**src/hw/rtl/upd_pkg.sv**
```systemverilog
// ----------------------------------------------------------------------------
// upd_pkg: shared types and helpers for the URL percent decoder
// Group type passed from the front end to the output side, hex lookup.
// ----------------------------------------------------------------------------
package upd_pkg;

	localparam logic [7:0] PCT_CHAR        = 8'h25;
	localparam int         UPD_QUEUE_DEPTH = 4;
	localparam int         GRP_MAX         = 3;

	// Result bytes caused by one input beat, in emit order.
	typedef struct packed {
		logic [1:0]                 cnt;
		logic [GRP_MAX-1:0][7:0]    bytes;
	} grp_t;

	// Bit 4 set means "not a hex digit".
	function automatic logic [4:0] hex_value(input logic [7:0] c);
		logic [4:0] v;
		v = 5'h10;
		if (c >= 8'h30 && c <= 8'h39) v = 5'(c - 8'h30);
		else if (c >= 8'h61 && c <= 8'h66) v = 5'(c - 8'h61 + 8'd10);
		else if (c >= 8'h41 && c <= 8'h46) v = 5'(c - 8'h41 + 8'd10);
		return v;
	endfunction

endpackage

```
**src/hw/rtl/url_percent_decoder.sv**
```systemverilog
// ----------------------------------------------------------------------------
// url_percent_decoder: streaming URL percent decoder
// One source byte per input beat; decoded bytes out, one per output beat.
// ----------------------------------------------------------------------------
// Input channel in_valid/in_stall/in_byte carries the string, a zero byte
// ends it. "%XY" with two hex digits becomes one byte; a broken escape is
// passed through as written. Output channel out_valid/out_stall carries
// out_byte and last_of_run, set on the final result beat of an input beat.
// An input beat gives 0 to 3 result beats.
// The first result of a beat passes the group queue, the group register and the output register.
// Throughput: one input beat per cycle while the group queue has room, one
// result beat per cycle while out_stall is low; beats with several results
// drain at one byte per cycle, so sustained input rate follows the result
// count. When the receiver stalls, the output register holds and the queue
// (QUEUE_DEPTH groups) fills; in_stall rises once it is full.
// Reset clears the escape state, the queue and the output valid flag; no
// beats are offered until new input arrives.
// ----------------------------------------------------------------------------
module url_percent_decoder import upd_pkg::*; #(
	parameter int QUEUE_DEPTH = UPD_QUEUE_DEPTH
) (
	input  logic       clk,
	input  logic       arst_n,
	input  logic       in_valid,
	output logic       in_stall,
	input  logic [7:0] in_byte,
	output logic       out_valid,
	input  logic       out_stall,
	output logic [7:0] out_byte,
	output logic       last_of_run
);

	logic q_full, q_push, q_pop, q_nempty;
	grp_t push_grp, q_head;

	upd_front u_front (
		.clk      (clk),
		.arst_n   (arst_n),
		.in_valid (in_valid),
		.in_stall (in_stall),
		.in_byte  (in_byte),
		.q_full   (q_full),
		.push     (q_push),
		.push_grp (push_grp)
	);

	upd_queue #(.DEPTH(QUEUE_DEPTH)) u_queue (
		.clk      (clk),
		.arst_n   (arst_n),
		.push     (q_push),
		.push_grp (push_grp),
		.full     (q_full),
		.pop      (q_pop),
		.nempty   (q_nempty),
		.head     (q_head)
	);

	upd_back u_back (
		.clk         (clk),
		.arst_n      (arst_n),
		.q_nempty    (q_nempty),
		.q_head      (q_head),
		.q_pop       (q_pop),
		.out_valid   (out_valid),
		.out_stall   (out_stall),
		.out_byte    (out_byte),
		.last_of_run (last_of_run)
	);

endmodule

```
**src/hw/rtl/upd_front.sv**
```systemverilog
// ----------------------------------------------------------------------------
// upd_front: escape tracking and classification
// Accepts source bytes, tracks the escape state and builds result groups.
// ----------------------------------------------------------------------------
module upd_front import upd_pkg::*; (
	input  logic       clk,
	input  logic       arst_n,
	input  logic       in_valid,
	output logic       in_stall,
	input  logic [7:0] in_byte,
	input  logic       q_full,
	output logic       push,
	output grp_t       push_grp
);

	typedef enum logic [1:0] {PH_IDLE, PH_PCT, PH_DIGIT} phase_t;

	phase_t     phase_q, phase_nxt;
	logic [7:0] held_q, held_nxt;
	logic       accept;
	logic [4:0] hv;
	logic       is_hex;
	grp_t       grp;

	assign in_stall = q_full;
	assign accept   = in_valid && !q_full;
	assign hv       = hex_value(in_byte);
	assign is_hex   = (in_byte != 8'h00) && !hv[4];

	always_comb begin
		logic [4:0] hi;
		logic [1:0] n;
		hi        = hex_value(held_q);
		grp.bytes = '0;
		n         = 2'd0;
		held_nxt  = held_q;
		phase_nxt = PH_IDLE;
		if (phase_q == PH_PCT && is_hex) begin
			held_nxt  = in_byte;
			phase_nxt = PH_DIGIT;
		end else if (phase_q == PH_DIGIT && is_hex) begin
			grp.bytes[0] = {hi[3:0], hv[3:0]};
			n            = 2'd1;
		end else begin
			// idle input or broken escape: flush any pending bytes, then treat the byte as idle input
			if (phase_q == PH_PCT || phase_q == PH_DIGIT) begin
				grp.bytes[0] = PCT_CHAR;
				n            = 2'd1;
			end
			if (phase_q == PH_DIGIT) begin
				grp.bytes[1] = held_q;
				n            = 2'd2;
			end
			if (in_byte == PCT_CHAR) begin
				phase_nxt = PH_PCT;
			end else begin
				grp.bytes[n] = in_byte;
				n            = n + 2'd1;
			end
		end
		grp.cnt = n;
	end

	assign push     = accept && (grp.cnt != 2'd0);
	assign push_grp = grp;

	always_ff @(posedge clk or negedge arst_n) begin
		if (!arst_n) begin
			phase_q <= PH_IDLE;
			held_q  <= 8'h00;
		end else if (accept) begin
			phase_q <= phase_nxt;
			held_q  <= held_nxt;
		end
	end

endmodule

```
**src/hw/rtl/upd_queue.sv**
```systemverilog
// ----------------------------------------------------------------------------
// upd_queue: group queue
// Short FIFO of result groups between front end and output side.
// ----------------------------------------------------------------------------
module upd_queue import upd_pkg::*; #(
	parameter int DEPTH = UPD_QUEUE_DEPTH
) (
	input  logic clk,
	input  logic arst_n,
	input  logic push,
	input  grp_t push_grp,
	output logic full,
	input  logic pop,
	output logic nempty,
	output grp_t head
);

	localparam int PTR_W = (DEPTH > 1) ? $clog2(DEPTH) : 1;
	localparam int CNT_W = $clog2(DEPTH + 1);

	grp_t             mem_q [DEPTH];
	logic [PTR_W-1:0] wr_q, rd_q;
	logic [CNT_W-1:0] cnt_q;
	logic             do_pop;

	assign full   = (cnt_q == CNT_W'(DEPTH));
	assign nempty = (cnt_q != '0);
	assign head   = mem_q[rd_q];
	assign do_pop = pop && nempty;

	always_ff @(posedge clk) begin
		if (push) mem_q[wr_q] <= push_grp;
	end

	always_ff @(posedge clk or negedge arst_n) begin
		if (!arst_n) begin
			wr_q  <= '0;
			rd_q  <= '0;
			cnt_q <= '0;
		end else begin
			if (push) wr_q <= (wr_q == PTR_W'(DEPTH - 1)) ? '0 : wr_q + 1'b1;
			if (do_pop) rd_q <= (rd_q == PTR_W'(DEPTH - 1)) ? '0 : rd_q + 1'b1;
			if (push && !do_pop) cnt_q <= cnt_q + 1'b1;
			else if (!push && do_pop) cnt_q <= cnt_q - 1'b1;
		end
	end

endmodule

```
**src/hw/rtl/upd_back.sv**
```systemverilog
// ----------------------------------------------------------------------------
// upd_back: result serializer
// Unpacks queued groups into single result beats through an output register.
// ----------------------------------------------------------------------------
module upd_back import upd_pkg::*; (
	input  logic       clk,
	input  logic       arst_n,
	input  logic       q_nempty,
	input  grp_t       q_head,
	output logic       q_pop,
	output logic       out_valid,
	input  logic       out_stall,
	output logic [7:0] out_byte,
	output logic       last_of_run
);

	grp_t       cur_q;
	logic       cur_valid_q;
	logic [1:0] idx_q;
	logic       out_valid_q;
	logic [7:0] out_byte_q;
	logic       last_q;
	logic       out_free;
	logic       emit;
	logic       cur_last;

	assign out_free = !out_valid_q || !out_stall;
	assign emit     = out_free && cur_valid_q;
	assign cur_last = (idx_q == cur_q.cnt - 2'd1);
	// refill in the same cycle the last byte of a group leaves
	assign q_pop    = q_nempty && (!cur_valid_q || (emit && cur_last));

	always_ff @(posedge clk) begin
		if (q_pop) cur_q <= q_head;
		if (emit) begin
			out_byte_q <= cur_q.bytes[idx_q];
			last_q     <= cur_last;
		end
	end

	always_ff @(posedge clk or negedge arst_n) begin
		if (!arst_n) begin
			cur_valid_q <= 1'b0;
			idx_q       <= 2'd0;
			out_valid_q <= 1'b0;
		end else begin
			if (q_pop) begin
				cur_valid_q <= 1'b1;
				idx_q       <= 2'd0;
			end else if (emit) begin
				if (cur_last) cur_valid_q <= 1'b0;
				idx_q <= idx_q + 2'd1;
			end
			if (out_free) out_valid_q <= emit;
		end
	end

	assign out_valid   = out_valid_q;
	assign out_byte    = out_byte_q;
	assign last_of_run = last_q;

endmodule

```
**config.mk**
```make
export PLATFORM = sky130hd
export DESIGN_NAME = url_percent_decoder
export DESIGN_NICKNAME = d
export VERILOG_FILES = /design/src/hw/rtl/upd_pkg.sv /design/src/hw/rtl/url_percent_decoder.sv /design/src/hw/rtl/upd_front.sv /design/src/hw/rtl/upd_queue.sv /design/src/hw/rtl/upd_back.sv
export SDC_FILE = /design/constraint.sdc
export NUM_CORES = 1
export LEC_CHECK = 0
export ABC_AREA = 1
export BUFFER_PORTS_ARGS = -buffer_cell sky130_fd_sc_hd__buf_2
export CORE_UTILIZATION = 40
export DETAILED_ROUTE_END_ITERATION = 16
export GPL_TIMING_DRIVEN = 0
export PLACE_DENSITY = 0.68
export SETUP_SLACK_MARGIN = 0.5
export SYNTH_ARGS = -nofsm -noshare
export SYNTH_HDL_FRONTEND = slang
export SYNTH_HIERARCHICAL = 1
export SYNTH_SLANG_ARGS = --single-unit
```
**constraint.sdc**
```tcl
create_clock -name clk -period 3.2 [get_ports clk]
set_input_delay 0.32 -clock clk [delete_from_list [all_inputs] [get_ports clk]]
set_output_delay 0.32 -clock clk [all_outputs]
set_load 0.05 [all_outputs]
```
==> flow_summary.json <==
{
  "viasPerCell": 5.095,
  "cts_tree": "done",
  "time_the_worst_path_needs_with_i_o_delays_and_setup_ns": 2.564,
  "setup_violations": 0,
  "synth_sequential_area_ratio": 0.6340,
  "tritoncts.num_buffers": 17,
  "grt_setup_unrepaired": "true",
  "slew_at_the_pin_closest_to_its_max_slew_limit_ns": 0.7764,
  "layout_worst_path_cycle_share": 0.8013,
  "flow.area_growth_from_synthesis_pct": 16.15,
  "cap_viol_max_count": 0,
  "netlist_area_um2": 7412,
  "grt_first_pass_wirelength_um": 24900,
  "finalHoldViolCount": 0,
  "largest_net_degree_at_the_start_of_global_routing": 27,
  "final.fill_count": 1598,
  "dr_total_vias": 4891,
  "number_of_global_route_vias_before_repair": 4561,
  "clk-insertion-delay-late_ns": 0.42,
  "drive_above_1_share": 0.2038,
  "die_width_um": 138.1,
  "drc_violations_left": 2,
  "synth_top_cell_by_area": "edfxtp_1",
  "regToRegStartpoint": "u_front/phase_q[0]",
  "synth.top_cells.by_area": "edfxtp_1 (56%), nand2_1 (7.3%), dfrtp_1 (7.1%), inv_1 (4.8%), o211ai_2 (3.4%)",
  "row_count": 49,
  "floorplan.core_area_um2": 18090,
  "cts.root.buffer_cell": "clkbuf_16",
  "crit_path_cell_chain": "inv_1 -> ha_1 -> clkbuf_2 -> o211ai_1 -> nand2_1 -> a21oi_4 -> ha_1 -> inv_1 -> fa_1 -> nand2_1 -> nand3_1 -> nand2_1 -> nand2_1",
  "num_io_pins": 23,
  "drt-initial-drc-count": 368,
  "ys_warn_count": 6,
  "nets": 746,
  "drt_pass1_iterations": 11,
  "routabilityCongestion": 0.9278,
  "critical_path_depth": 13,
  "timing.critical_path.from_type": "flop",
  "static-leakage-power_uw": 0.003540,
  "path_class": "flop to flop",
  "crit_path_end_kind": "flop",
  "run_status": "complete, but fails checks",
  "ir_worst_vdd_uv": 472.2,
  "grt_overflow": 0,
  "critical_path_peak_fanout": 7,
  "syn_nets": 688,
  "violations": "design-rule violations",
  "path_clk_slew_ns": 0.06,
  "timing.critical_path.slowest_cell_delay_ns": 0.38,
  "r2r-end": "u_queue/cnt_q[2]",
  "antenna-diode-count": 0,
  "critPathSlowestCell": "fa_1",
  "synthesis.instances": 660,
  "antenna_found_initial": 0,
  "final_max_slew_viol_count": 0,
  "place.detailed.hpwl_um": 10670,
  "timing.max_slew.rel_slack": 0.4824,
  "postSynthRegisterBits": 160,
  "routedWlPerCell_um": 17.03,
  "reg2reg_depth": 13,
  "area_share_of_the_largest_cell_type_after_synthesis": 0.5631,
  "initial_utilization": 0.4098,
  "worst_path_buffer_plus_inverter_count": 3,
  "number_of_standard_cells_in_the_layout_taps_in_and_fillers_out": 960,
  "crit_start": "u_front/phase_q[0]",
  "critical-path-top-cell-by-count": "nand2_1",
  "dieArea_um2": 19080,
  "gr-usage-all-layers": 0.1744,
  "placed_cells_incl_taps": 911,
  "tritoncts_num_sinks": 160,
  "power_density_nw_per_um2": 890.3,
  "most-common-layout-cells": "nand2_1 (143), edfxtp_1 (139), inv_1 (90)",
  "hold_class": "input port to flop",
  "postRouteWirelength_um": 16350,
  "ctsLongestPathBuffers": 2,
  "fp.dieH_um": 138.1,
  "clock_tree.htree_level_count": 4,
  "fin_setup_tns_ns": 0,
  "timing.critical_path.to": "u_queue/cnt_q[2]",
  "final_common_cell": "nand2_1",
  "max_freq_mhz": 390.0,
  "critical_path_arrival_ns": 2.88,
  "port_buffers": 22,
  "r2r_setup_slack_ns": 0.64,
  "timing.critical_path.max_delay_family": "adder cells",
  "syn_avg_cell_area_um2": 11.23,
  "worst_clock_skew_ns": 0.01008,
  "worst_ep_required_ns": 3.51,
  "final_antenna_net_count": 0,
  "yosysUniqueCellTypes": 33
}
synth_stat cells:
cell type,n
xor2_1,2
o21ai_0,31
nand3_2,5
buf_6,10
o211ai_1,33
or2_2,1
buf_4,4
nor2_1,38
o21ai_1,3
o22ai_1,1
clkbuf_1,2
o211ai_2,20
nand4_1,3
nand2_1,144
nand3b_1,1
ha_1,15
xnor2_1,1
a21oi_1,20
nand2_4,5
a21boi_0,1
edfxtp_1,139
o21a_1,1
nand3_1,24
inv_2,4
o21ai_2,6
nor2_2,3
buf_2,10
inv_1,94
nor3_1,10
dfrtp_1,21
fa_1,1
nand2_2,6
nor2_8,1
power breakdown:
group,switching [uW],internal (uW),total [uW]
sequential,185,2970,3160
clock,799,1160,1960
combinational,1740,814,2550
state kept, by name (all words and copies together) (netlist names):
signal,count
u_back/last_of_run,1
u_queue/mem_q,104
u_back/out_byte,8
u_queue/cnt_q,3
u_front/phase_q,2
u_back/cur_q,26
u_back/cur_valid_q,1
u_back/out_valid,1
u_front/held_q,8
u_queue/rd_q,2
u_back/idx_q,2
u_queue/wr_q,2
through the flow:
| stage | setup slack (ns) | util | area [um^2] | hold slack (ns) | total power, uW |
|---|---|---|---|---|---|
| after floorplan | 0.6230 | - | 7427 | 0.02441 | 4906 |
| after CTS | 0.5148 | 0.4672 | 8451 | 0.1572 | 7580 |
| after global routing | 0.4224 | 0.4760 | 8610 | 0.1749 | 8086 |
| after global placement | -0.3987 | 0.4326 | 7824 | 0.3318 | 5518 |
| final | 0.6358 | 0.4760 | 8610 | 0.1670 | 7665 |
| after detailed placement | -0.4123 | 0.4326 | 7824 | 0.3423 | 5579 |
layout make-up:
class                           count  area [um^2]  share of cell area
Timing Repair inverter              4        30.03            0.003488
Sequential cell                   160         4700              0.5459
Inverter                           98        382.9             0.04447
Multi-Input combinational cell    378         2192              0.2546
Buffer                             26        201.4             0.02340
Clock inverter                     11        131.4             0.01526
Clock buffer                       21        440.4             0.05116
Timing Repair Buffer               33        245.2             0.02848
Tap cell                          229        286.5             0.03328
worst min-delay path, stage by stage:
cell and delay, ns:
buf_2 0.07, nand2_1 0.08, nand2_1 0.08
what timing repair did:
| item | 4_1_cts | 5_1_grt |
|---|---|---|
| pin swaps | 0 | 2 |
| endpoints found under the setup margin | 106 | 106 |
| hold endpoints to repair | 21 | 0 |
| gates cloned | 2 | 4 |
| setup buffers | 0 | 10 |
| resized for setup | 8 | 4 |
| hold buffers | 1 | 0 |
logic make-up (layout without fill, tap and decap cells):
logic type,count (synthesis),count (layout),synth area share
compound gates,116,118,0.1136
xor+xnor,3,3,0.003546
fa+ha+maj,16,16,0.02802
buf+inv,124,193,0.07664
flops,160,160,0.6340
simple gates,241,241,0.1442
worst min path at each step:
stage | slack (ns) | to | cells past startpoint | from
CTS | 0.16 | u_back/out_valid | 3 | out_stall
finish | 0.17 | u_back/out_valid | 3 | out_stall
global placement | 0.33 | u_front/held_q[0] | 1 | arst_n
global route | 0.17 | u_back/out_valid | 3 | out_stall
detailed placement | 0.34 | u_front/held_q[0] | 1 | arst_n
floorplan | 0.02 | u_back/cur_valid_q | 0 | arst_n
per-layer routing:
layer  GRT usage  wire length (um)
met1      0.2289              7109
met2      0.2868              8061
met4     0.05322               257
met5           0                 0
met3     0.04226               924
Note: power is estimated with default switching activity, not from simulation.
